`config.mk`:
```
export PLATFORM = sky130hd
export DESIGN_NAME = trs_ctrl
export DESIGN_NICKNAME = d
export VERILOG_FILES = /design/src/rtl/trs_pkg.sv /design/src/rtl/trs_ctrl.sv
export SDC_FILE = /design/constraint.sdc
export NUM_CORES = 1
export LEC_CHECK = 0
export ABC_AREA = 1
export BUFFER_PORTS_ARGS = -buffer_cell sky130_fd_sc_hd__buf_2
export CORE_MARGIN = 5
export CORE_UTILIZATION = 53
export CTS_CLUSTER_SIZE = 30
export DETAILED_ROUTE_END_ITERATION = 8
export GPL_TIMING_DRIVEN = 0
export PLACE_DENSITY = 0.85
export SYNTH_ARGS = -nofsm -noshare
export SYNTH_HDL_FRONTEND = slang
export SYNTH_SLANG_ARGS = --single-unit
```
`constraint.sdc`:
```
create_clock -name clk -period 2.2 [get_ports clk]
set_clock_uncertainty 0.15 [all_clocks]
set_input_delay 0.11 -clock clk [delete_from_list [all_inputs] [get_ports clk]]
set_output_delay 0.11 -clock clk [all_outputs]
set_load 0.1 [all_outputs]
```
`src/rtl/trs_pkg.sv`:
```
// ----------------------------------------------------------------------------
// trs_pkg
// shared constants, command struct and micro-step table of the trs model
// matrix builder
// ----------------------------------------------------------------------------
package trs_pkg;

	localparam int WORD_WIDTH   = 32;
	localparam int FRAC_BITS    = 16;
	localparam int CORDIC_STEPS = 16;
	localparam int ANG_BITS     = 30;
	localparam int ANG_SH       = ANG_BITS - FRAC_BITS;

	// angle datapath widths
	localparam int RED_W  = WORD_WIDTH + ANG_SH + 1;
	localparam int RED_STEPS = 14;
	localparam int R_W    = 35;
	localparam int CD_W   = 34;
	localparam int TRIG_W = CD_W - ANG_SH;

	// product datapath widths
	localparam int MEM_W   = 36;
	localparam int MUL_W   = 33;
	localparam int PROD_W  = 2 * MUL_W;
	localparam int MEM_DEPTH = 17;
	localparam int ADDR_W  = 5;
	localparam int RES_N   = 11;
	localparam int NSTEPS  = 26;

	localparam logic signed [47:0] K_GAIN    = 48'sd652032874;
	localparam logic signed [47:0] PI_A      = 48'sd3373259426;
	localparam logic signed [47:0] TWO_PI_A  = 48'sd6746518852;
	localparam logic signed [47:0] HALF_PI_A = 48'sd1686629713;
	localparam logic signed [MUL_W-1:0] ONE_Q = MUL_W'(1) <<< FRAC_BITS;

	localparam logic [1:0] OP_POS = 2'd0;
	localparam logic [1:0] OP_ROT = 2'd1;
	localparam logic [1:0] OP_SCL = 2'd2;

	localparam logic [2:0] KIND_COL3  = 3'd3;
	localparam logic [2:0] KIND_FRONT = 3'd4;
	localparam logic [2:0] KIND_RIGHT = 3'd5;

	localparam logic [2:0] B_MEM  = 3'd0;
	localparam logic [2:0] B_ONE  = 3'd1;
	localparam logic [2:0] B_SCL0 = 3'd2;
	localparam logic [2:0] B_SCL1 = 3'd3;
	localparam logic [2:0] B_SCL2 = 3'd4;

	// scratch memory map
	localparam logic [ADDR_W-1:0] A_SX = 5'd0;
	localparam logic [ADDR_W-1:0] A_CX = 5'd1;
	localparam logic [ADDR_W-1:0] A_SY = 5'd2;
	localparam logic [ADDR_W-1:0] A_CY = 5'd3;
	localparam logic [ADDR_W-1:0] A_SZ = 5'd4;
	localparam logic [ADDR_W-1:0] A_CZ = 5'd5;
	localparam logic [ADDR_W-1:0] A_T1 = 5'd6;
	localparam logic [ADDR_W-1:0] A_T2 = 5'd7;
	localparam logic [ADDR_W-1:0] A_RM = 5'd8;

	localparam logic [31:0] ATAN_TAB [32] = '{
		32'd843314857, 32'd497837829, 32'd263043837, 32'd133525159,
		32'd67021687, 32'd33543516, 32'd16775851, 32'd8388437,
		32'd4194283, 32'd2097149, 32'd1048576, 32'd524288,
		32'd262144, 32'd131072, 32'd65536, 32'd32768,
		32'd16384, 32'd8192, 32'd4096, 32'd2048,
		32'd1024, 32'd512, 32'd256, 32'd128,
		32'd64, 32'd32, 32'd16, 32'd8,
		32'd4, 32'd2, 32'd1, 32'd0
	};

	typedef struct packed {
		logic [ADDR_W-1:0] a_addr;
		logic [2:0]        b_sel;
		logic [ADDR_W-1:0] b_addr;
		logic              neg;
		logic              accum;
		logic              to_res;
		logic [ADDR_W-1:0] dst;
	} step_t;

	localparam step_t STEP_TAB [NSTEPS] = '{
		'{A_SY, B_MEM, A_CZ, 1'b0, 1'b0, 1'b0, A_T1},
		'{A_SY, B_MEM, A_SZ, 1'b0, 1'b0, 1'b0, A_T2},
		'{A_CY, B_MEM, A_CZ, 1'b0, 1'b0, 1'b0, 5'd8},
		'{A_CY, B_MEM, A_SZ, 1'b1, 1'b0, 1'b0, 5'd9},
		'{A_SY, B_ONE, A_SX, 1'b0, 1'b0, 1'b0, 5'd10},
		'{A_CX, B_MEM, A_SZ, 1'b0, 1'b0, 1'b0, 5'd11},
		'{A_SX, B_MEM, A_T1, 1'b0, 1'b1, 1'b0, 5'd11},
		'{A_CX, B_MEM, A_CZ, 1'b0, 1'b0, 1'b0, 5'd12},
		'{A_SX, B_MEM, A_T2, 1'b1, 1'b1, 1'b0, 5'd12},
		'{A_SX, B_MEM, A_CY, 1'b1, 1'b0, 1'b0, 5'd13},
		'{A_SX, B_MEM, A_SZ, 1'b0, 1'b0, 1'b0, 5'd14},
		'{A_CX, B_MEM, A_T1, 1'b1, 1'b1, 1'b0, 5'd14},
		'{A_SX, B_MEM, A_CZ, 1'b0, 1'b0, 1'b0, 5'd15},
		'{A_CX, B_MEM, A_T2, 1'b0, 1'b1, 1'b0, 5'd15},
		'{A_CX, B_MEM, A_CY, 1'b0, 1'b0, 1'b0, 5'd16},
		'{5'd8,  B_SCL0, A_SX, 1'b0, 1'b0, 1'b1, 5'd0},
		'{5'd11, B_SCL0, A_SX, 1'b0, 1'b0, 1'b1, 5'd1},
		'{5'd14, B_SCL0, A_SX, 1'b0, 1'b0, 1'b1, 5'd2},
		'{5'd9,  B_SCL1, A_SX, 1'b0, 1'b0, 1'b1, 5'd3},
		'{5'd12, B_SCL1, A_SX, 1'b0, 1'b0, 1'b1, 5'd4},
		'{5'd15, B_SCL1, A_SX, 1'b0, 1'b0, 1'b1, 5'd5},
		'{5'd10, B_SCL2, A_SX, 1'b0, 1'b0, 1'b1, 5'd6},
		'{5'd13, B_SCL2, A_SX, 1'b0, 1'b0, 1'b1, 5'd7},
		'{5'd16, B_SCL2, A_SX, 1'b0, 1'b0, 1'b1, 5'd8},
		'{A_CY, B_MEM, A_CX, 1'b0, 1'b0, 1'b1, 5'd9},
		'{A_CY, B_MEM, A_SX, 1'b0, 1'b0, 1'b1, 5'd10}
	};

	typedef struct packed {
		logic       load_in;
		logic       t_load;
		logic       t_red;
		logic       t_wrap;
		logic       t_fold;
		logic       t_iter;
		logic       w_sin;
		logic       w_cos;
		logic       s_rd;
		logic       s_mul;
		logic       s_wb;
		logic       out_load;
		logic [1:0] ang;
		logic [4:0] cnt;
		logic [4:0] step;
		logic [2:0] kind;
	} cmd_t;

	function automatic logic [WORD_WIDTH-1:0] sat_word(input logic signed [MEM_W-1:0] v);
		logic signed [MEM_W-1:0] hi;
		logic signed [MEM_W-1:0] lo;
		hi = MEM_W'((64'sd1 <<< (WORD_WIDTH - 1)) - 64'sd1);
		lo = -hi - MEM_W'(1);
		if (v > hi) begin
			return hi[WORD_WIDTH-1:0];
		end else if (v < lo) begin
			return lo[WORD_WIDTH-1:0];
		end
		return v[WORD_WIDTH-1:0];
	endfunction

endpackage

```
`src/rtl/trs_ctrl.sv`:
```
// ----------------------------------------------------------------------------
// trs_ctrl
// sequencer: trig per angle, product micro-steps, six output beats
// ----------------------------------------------------------------------------
module trs_ctrl (
	input  logic          clk,
	input  logic          arst_n,
	input  logic          s_tvalid,
	output logic          s_tready,
	output logic          m_tvalid,
	input  logic          m_tready,
	output trs_pkg::cmd_t cmd
);
	import trs_pkg::*;

	localparam logic [3:0] ST_IDLE = 4'd0;
	localparam logic [3:0] ST_LOAD = 4'd1;
	localparam logic [3:0] ST_RED  = 4'd2;
	localparam logic [3:0] ST_WRAP = 4'd3;
	localparam logic [3:0] ST_FOLD = 4'd4;
	localparam logic [3:0] ST_ITER = 4'd5;
	localparam logic [3:0] ST_WSIN = 4'd6;
	localparam logic [3:0] ST_WCOS = 4'd7;
	localparam logic [3:0] ST_RD   = 4'd8;
	localparam logic [3:0] ST_MUL  = 4'd9;
	localparam logic [3:0] ST_WB   = 4'd10;
	localparam logic [3:0] ST_EMIT = 4'd11;

	logic [3:0] state_q;
	logic [1:0] ang_q;
	logic [4:0] cnt_q;
	logic [4:0] step_q;
	logic [2:0] kind_q;
	logic       mvalid_q;
	logic       out_free;

	assign s_tready = (state_q == ST_IDLE);
	assign m_tvalid = mvalid_q;
	assign out_free = !mvalid_q || m_tready;

	always_comb begin
		cmd          = '0;
		cmd.load_in  = s_tvalid && s_tready;
		cmd.t_load   = (state_q == ST_LOAD);
		cmd.t_red    = (state_q == ST_RED);
		cmd.t_wrap   = (state_q == ST_WRAP);
		cmd.t_fold   = (state_q == ST_FOLD);
		cmd.t_iter   = (state_q == ST_ITER);
		cmd.w_sin    = (state_q == ST_WSIN);
		cmd.w_cos    = (state_q == ST_WCOS);
		cmd.s_rd     = (state_q == ST_RD);
		cmd.s_mul    = (state_q == ST_MUL);
		cmd.s_wb     = (state_q == ST_WB);
		cmd.out_load = (state_q == ST_EMIT) && out_free;
		cmd.ang      = ang_q;
		cmd.cnt      = cnt_q;
		cmd.step     = step_q;
		cmd.kind     = kind_q;
	end

	always_ff @(posedge clk or negedge arst_n) begin
		if (!arst_n) begin
			state_q  <= ST_IDLE;
			ang_q    <= '0;
			cnt_q    <= '0;
			step_q   <= '0;
			kind_q   <= '0;
			mvalid_q <= 1'b0;
		end else begin
			if ((state_q == ST_EMIT) && out_free) begin
				mvalid_q <= 1'b1;
			end else if (m_tready) begin
				mvalid_q <= 1'b0;
			end
			case (state_q)
				ST_IDLE: begin
					if (s_tvalid) begin
						ang_q   <= '0;
						state_q <= ST_LOAD;
					end
				end
				ST_LOAD: begin
					cnt_q   <= 5'(RED_STEPS - 1);
					state_q <= ST_RED;
				end
				ST_RED: begin
					if (cnt_q == '0) begin
						state_q <= ST_WRAP;
					end else begin
						cnt_q <= cnt_q - 5'd1;
					end
				end
				ST_WRAP: state_q <= ST_FOLD;
				ST_FOLD: begin
					cnt_q   <= '0;
					state_q <= ST_ITER;
				end
				ST_ITER: begin
					if (cnt_q == 5'(CORDIC_STEPS - 1)) begin
						state_q <= ST_WSIN;
					end else begin
						cnt_q <= cnt_q + 5'd1;
					end
				end
				ST_WSIN: state_q <= ST_WCOS;
				ST_WCOS: begin
					if (ang_q == 2'd2) begin
						step_q  <= '0;
						state_q <= ST_RD;
					end else begin
						ang_q   <= ang_q + 2'd1;
						state_q <= ST_LOAD;
					end
				end
				ST_RD:  state_q <= ST_MUL;
				ST_MUL: state_q <= ST_WB;
				ST_WB: begin
					if (step_q == 5'(NSTEPS - 1)) begin
						kind_q  <= '0;
						state_q <= ST_EMIT;
					end else begin
						step_q  <= step_q + 5'd1;
						state_q <= ST_RD;
					end
				end
				ST_EMIT: begin
					if (out_free) begin
						if (kind_q == KIND_RIGHT) begin
							state_q <= ST_IDLE;
						end else begin
							kind_q <= kind_q + 3'd1;
						end
					end
				end
				default: state_q <= ST_IDLE;
			endcase
		end
	end

endmodule

```
**Word level (Yosys, flattened, before mapping)**

Index checks and enable logic that the tools add are counted.

- Register bits: 20
- Input bits: 4
- Output and inout port bits: 29

- Add/subtract/negate cells: 5
- Eq/ne operators: 27
- Muxes and demuxes: 23
- Reductions and logical operators: 16

Operators by type and width:

| operator | count |
|---|---|
| $pmux W4 S12 | 1 |
| $mux W4 | 6 |
| $mux W5 | 4 |
| $pmux W5 S4 | 1 |
| $eq A4 B3 Y1 const B | 4 |
| $eq A4 B4 Y1 const B | 4 |
| $ne A2 B2 Y1 const B | 7 |
| $add A5 B1 Y5 const B | 2 |
| $ne A2 B1 Y1 const B | 5 |
| $pmux W5 S2 | 1 |
| $mux W3 | 3 |
| $reduce_and A3 Y1 | 3 |
| $eq A4 B2 Y1 const B | 2 |
| $reduce_bool A2 Y1 | 4 |
| $mux W2 | 3 |
| $pmux W3 S2 | 1 |
| $eq A5 B4 Y1 const B | 1 |
| $eq A5 B5 Y1 const B | 1 |
| $logic_not A5 Y1 | 1 |
| $reduce_and A5 Y1 | 1 |
| $sub A5 B1 Y5 const B | 1 |
| $eq A4 B1 Y1 const B | 1 |
| $logic_not A4 Y1 | 1 |
| $pmux W2 S2 | 1 |
| 10 further kinds | 12 |

**Logic depth before layout (Yosys ltp)**

Gate-level depths: netlist of run 1.

- Depth after elaboration: 4
- Mapped depth: 12

**Worst setup path after synthesis of run 1**

OpenSTA, ideal clock, no wires.

- Path type: reg-to-output
- From: reg state_q[1]
- To: out cmd[26] (netlist name)
- Data arrival time: 3.483 ns
- Data required time: 1.940 ns
- Path slack: -1.543 ns
- Cell stages (with the launch flop): 6
- Buffers on the path: 0
- Path through: dfrtp_1 > nor2_1 > inv_1 > nor2_1 > inv_1 > nor2_1

RTL lines:

| element | RTL line | RTL |
|---|---|---|
| from (decl) | trs_ctrl.sv:29 | `logic [3:0] state_q;` |
| from (signal assigned) | trs_ctrl.sv:63 | `state_q <= ST_IDLE;` |
| from (signal assigned) | trs_ctrl.sv:79 | `state_q <= ST_LOAD;` |
| from (signal assigned) | trs_ctrl.sv:84 | `state_q <= ST_RED;` |
| to (decl) | trs_ctrl.sv:12 | `output trs_pkg::cmd_t cmd` |

**Worst setup path after layout of run 1**

- From: reg state_q[1]
- To: reg cnt_q[2]

- Cells in the longest elaborated chain, start to end: 3
- Elaborated cells between the ends (all ways): 9
- Those cells by class: 6 x eq/ne; 1 x mux; 2 x reduce/logical

Ends and longest elaborated chain:

| element | RTL line | RTL |
|---|---|---|
| $eq A4 B2 Y1 (tied with other cells) | trs_ctrl.sv:75 | `case (state_q)` |
| $ne A2 B2 Y1 (no source line) / $reduce_bool A4 Y1 (equally long branches) | - |  |
| $reduce_and A3 Y1 (no source line) | - |  |
| to (signal assigned) | trs_ctrl.sv:83 | `cnt_q <= 5'(RED_STEPS - 1);` |
| to (signal assigned) | trs_ctrl.sv:90 | `cnt_q <= cnt_q - 5'd1;` |
| to (signal assigned) | trs_ctrl.sv:102 | `cnt_q <= cnt_q + 5'd1;` |
| to (decl) | trs_ctrl.sv:31 | `logic [4:0] cnt_q;` |

Parallel ways exist; a longest one is shown, timed or not.
A chain may end at the register's enable or synchronous reset.

==> results.cfg, run 1 <==
[detailed_routing]
wl_um = 3290
avgRoutedWirePerCell_um = 11.6
vias = 1444
drc = 0
viasPerCell = 5.08
drtIter0Drc = 54
detail-route-antenna-nets = 0
dr.pass1.iters = 4

[floorplan]
pin_count = 33
fp.dieH_um = 62.4
dieArea_mm2 = 0.00390
fp.dieW_um = 62.4
num_rows = 19
start_util_pct = 54.2
core-area_mm2 = 0.00269

[placement]
gp_congestion = 0.879
dp_hpwl_um = 2590
dp.cells = 278
placed_cell_area_mm2 = 0.00169
pre_cts_ws_ns = 0.0237
portBuffers = 32

[finish]
final_cell_area_mm2 = 0.00175
fin_nets = 267
final_cells = 284
drive_gt1_share_pct = 23.7
fin_util_pct = 65.3
n_antenna_cell = 0
area_growth_pct = 20.4

[sta]
rsz0062_at_grt = true
slew-limit-headroom_pct = 67.1
setup_viol = 0
timing.fmax_mhz = 477
period_minus_slack_ns = 2.10
finalCritPeriodShare_pct = 95.3
tightest_slew_ns = 0.497
setup_slack_ns = 0.103
final_hold_viol_count = 0
timing.final.max_slew_violations = 0

[clock_tree]
cts_buffer_depth = 2
cts_tree = yes
cts_setup_buffers = 0
insertion_delay_ns = 0.31
clock-root-buffer = clkbuf_4
clk_pin_slew_ns = 0.12
htree_levels = 1
cts_buffers = 3
cts_sinks = 20

[critical_path]
path_max_fanout = 8
path_class = register to register
crit_arrival_ns = 2.15
worstPathRequired_ns = 2.26
cp-start-kind = register
worst_setup_path_end_kind = register

[synth]
synth_simple_gate_area_share_pct = 38.7
yosysWarnings = 0
synth_edf_count = 0
syn_inst = 215
ys.flop_type = dfrtp_1
ys_seq_area_share_pct = 34.4
synth_compound_area_share_pct = 8.33
synthAdderAreaFrac_pct = 8.25
synth_top_area_share_pct = 34.4
syn_area_mm2 = 0.00146
synth_cell_type_count = 24
synth-seq-cells = 20
synth_top_area_cell = dfrtp_1
yosys.cell_count.top_type = nand2_1
syn_avg_cell_area_um2 = 6.77
synth.area.top_cells = dfrtp_1, nand2_1, inv_1
synth_nets = 228
synth_top_family_by_area = simple AND/OR/NAND/NOR gates
synthTopCellsByCount = nand2_1, inv_1, nor2_1, dfrtp_1, nand3_1
synth_mux_area_share_pct = 0
synthXorXnorAreaFrac_pct = 1.80
synthArstFlopShare_pct = 100

[grt]
grt_pass1_wl_um = 5740
antenna_found_initial = 0
grt_pass1_vias = 1292
grt_usage_pct = 17.6
gr-total-overflow = 0
grt_max_degree = 21

[hold_path]
hold_path_class = input pin to register

[run_status]
outcome = finished clean

[run]
drv_cap = 0
metal layers:
metal  global-route usage, %  vias up  wire [um]
met5                       0        -          0
met4                    3.98        0         43
met3                    3.96        4        192
met2                    27.7       41       1510
met1                    24.6      649       1550
li1                        -      750          -
worst paths after layout:
path / slack (ns) / from / cells after the start / end
max in group asynchronous: 1.44 / arst_n / 2 / state_q[0]
min: 0.1 / s_tvalid / 4 / ang_q[0]
max: 0.10 / state_q[1] / 8 / cnt_q[2]
max reg2reg: 0.10 / state_q[1] / 8 / cnt_q[2]
min in group asynchronous: 0.11 / arst_n / 2 / step_q[0]
min reg2reg: 0.40 / kind_q[1] / 2 / kind_q[1]
sequential cells by signal, indices dropped and copies added (netlist names):
| register | flops |
|---|---|
| state_q | 4 |
| cnt_q | 5 |
| m_tvalid | 1 |
| step_q | 5 |
| ang_q | 2 |
| kind_q | 3 |
placed cells by master (no fill, tap or decap):
cell and count:
or2_2 2, nand2_4 2, inv_2 2, dfrtp_1 19
dfrtp_2 1, o211ai_2 1, xor2_1 2, fa_1 1
o21bai_1 1, ha_1 8, nand4_1 1, clkbuf_8 1
nand2_2 1, nand3_1 18, buf_2 32, or2_0 2
nand2_1 65, xnor2_1 1, nor2_1 22, inv_1 31
nor3_1 2, nor2_4 6, a21oi_1 3, o211ai_1 1
clkbuf_4 3, nor2_2 8, o21ai_0 14, o21ai_2 1
dlygate4sd3_1 2
area by class of cell:
cell class              instances  area [um^2]
multi-input cells             162          872
repair buffers                 34          180
clock buffers                   4         36.3
flip-flops and latches         20          502
fillers                       247          933
well taps                      31         38.8
inverters                      33          124
stage by stage:
stage                     TNS (ns)  hold slack, ns
final                            0          0.0964
after global routing       -0.0776           0.124
after CTS                        0          0.0977
after detailed placement         0         -0.0619
after global placement           0         -0.0599
after floorplan                  0          -0.336
critical path, cell delays in order, from the launching register on:
cell,delay (ns)
dfrtp_1,0.47
nor2_2,0.26
nand2_4,0.14
fa_1,0.43
or2_2,0.29
nand3_1,0.08
nand2_1,0.05
nand2_1,0.06
o21ai_0,0.07
kinds of logic (layout without fill, tap and decap cells):
| kind of cell | after synthesis | in the layout |
|---|---|---|
| AOI/OAI and AO/OA | 21 | 21 |
| xor gates and xnor gates | 3 | 3 |
| adders and majority gates | 9 | 9 |
| buffers and inverters | 33 | 71 |
| DFF | 20 | 20 |
| and+or+nand+nor | 129 | 129 |
repair_timing:
item,CTS,global route
gates resized for setup,0,3
setup endpoints to repair,0,3
hold endpoints to repair,21,0
hold buffers,2,0
Power of run 1 is not shown: default switching activity piles up to over one toggle a cycle in this logic, so the estimate is an artifact.
==> run 2: changes to the inputs <==
--- a/config.mk
+++ b/config.mk
@@ -12,7 +12,7 @@
 export CTS_CLUSTER_SIZE = 30
 export DETAILED_ROUTE_END_ITERATION = 8
 export GPL_TIMING_DRIVEN = 0
-export PLACE_DENSITY = 0.85
+export PLACE_DENSITY = 0.86
 export SYNTH_ARGS = -nofsm -noshare
 export SYNTH_HDL_FRONTEND = slang
 export SYNTH_SLANG_ARGS = --single-unit
==> constraint.sdc (replaced) <==
create_clock -name clk -period 2.4 [get_ports clk]
set_clock_uncertainty 0.15 [all_clocks]
set_input_delay 0.12 -clock clk [delete_from_list [all_inputs] [get_ports clk]]
set_output_delay 0.12 -clock clk [all_outputs]
set_load 0.1 [all_outputs]
==> run 2 against run 1 <==
Effect of this change: setup slack better by 0.12 ns; core utilization is 1.5 points lower; global-route usage is 1.0 points lower; cell area is 2.3% lower; first-iteration DRC count is 50% higher; die area stayed put; non-clock buffer count stayed put; sequential cell count stayed put; highest routed layer unchanged.
==> results.cfg, run 2 (synthesis results as in run 1) <==
[run_status]
outcome = finished clean

[sta]
tightest_slew_ns = 0.489
fin_hold_ws_ns = 0.112
finalSetupTns_ns = 0
setup_viol = 0
rsz0062_at_grt = false
finalCritPeriodShare_pct = 90.8
timing.final.max_slew_violations = 0
final_hold_viol_count = 0
timing.fmax_mhz = 459
slew-limit-headroom_pct = 67.6
period_minus_slack_ns = 2.18

[hold_path]
hold_path_class = input pin to register
holdPathStages = 4

[clock_tree]
clk_pin_slew_ns = 0.12
cts_tree = yes
cts_setup_buffers = 0
cts_buffers = 3
htree_levels = 1
cts_buffer_depth = 2
insertion_delay_ns = 0.30
cts_sinks = 20
clock-root-buffer = clkbuf_4

[floorplan]
num_rows = 19
fp.dieW_um = 62.4
start_util_pct = 54.2
fp.dieH_um = 62.4
pin_count = 33
core-area_mm2 = 0.00269
dieArea_mm2 = 0.00390

[critical_path]
crit_arrival_ns = 2.20
path_buf_inv = 1
path_class = register to register
cp-start-kind = register
cp_cell_sequence = inv_1 > nor2_1 > nand2_2 > fa_1 > or2_2 > nand3_1 > nand2_1 > nand2_1 > o21ai_0
worst_setup_path_end_kind = register
max_stage_delay_ns = 0.44
path_max_fanout = 8
cpMaxStageDelayCell = fa_1
cp.depth = 9
reg2regPathDepth = 9
crit_family = simple AND/OR/NAND/NOR gates
worstPathRequired_ns = 2.42
path_common_cell = nand2_1

[detailed_routing]
viasPerCell = 5.04
drtIter0Drc = 81
vias = 1427
avgRoutedWirePerCell_um = 11.1
drc = 0
wl_um = 3150
dr.pass1.iters = 4
detail-route-antenna-nets = 0

[grt]
grt_pass1_vias = 1284
grt_usage_pct = 16.5
gr-total-overflow = 0
grt_pass1_wl_um = 5460
antenna_found_initial = 0
grt_max_degree = 21

[placement]
portBuffers = 32
dp_hpwl_um = 2540
dp.cells = 278
gp_congestion = 0.928

[finish]
fin_nets = 267
final_cell_mix = nand2_1, buf_2, inv_1, nor2_1, dfrtp_1
area_growth_pct = 17.6
drive_gt1_share_pct = 22.2
n_antenna_cell = 0
top_regs = cnt_q (5), step_q (5), state_q (4)
final_cells = 283
final_common_cell = nand2_1

[run]
drv_cap = 0
## run 2: worst register-to-register path, cell delays in order, from the launching register on
cell     delay [ns]
dfrtp_1        0.39
inv_1          0.09
nor2_1         0.22
nand2_2        0.20
fa_1           0.45
or2_2          0.29
nand3_1        0.08
nand2_1        0.05
nand2_1        0.05
o21ai_0        0.08
## run 2: what timing repair did
action,CTS,global route
hold buffers,2,0
endpoints found under the hold margin,21,0
resized for setup,0,0
## run 2: per-stage QoR
| stage | instance area, um^2 | utilization, % | worst slack (ns) |
|---|---|---|---|
| global route | 1710 | 63.8 | 0.0743 |
| floorplan | 1470 | - | -0.113 |
| global placement | 1670 | 62.2 | 0.288 |
| detailed placement | 1670 | 62.2 | 0.256 |
| CTS | 1710 | 63.8 | 0.236 |
| finish | 1710 | 63.8 | 0.222 |
## run 2: layer usage
metal	track usage [%]	up-vias	part of all wire (%)
met5	0	-	0
met4	3.45	0	0.67
met3	4.50	4	6.0
met2	26.4	33	46
met1	22.4	644	48
li1	-	746	-
## run 2: final cells by class
| cell class | instances | area (um^2) |
|---|---|---|
| sequential | 20 | 500 |
| fill | 244 | 973 |
| timing repair buffer | 34 | 180 |
| tap | 31 | 38.8 |
| inverter | 33 | 124 |
| multi-input combinational | 162 | 847 |
| clock buffer | 3 | 22.5 |
## run 2: final timing paths
kind | from | endpoint | slack (ns)
setup / recovery | state_q[2] | cnt_q[2] | 0.22
hold / removal | s_tvalid | ang_q[0] | 0.11
setup reg to reg | state_q[2] | cnt_q[2] | 0.22
hold reg to reg | kind_q[1] | kind_q[1] | 0.42
max in group asynchronous | arst_n | cnt_q[2] | 1.64
min in group asynchronous | arst_n | step_q[3] | 0.13
Power of run 2 is left out for the same reason.
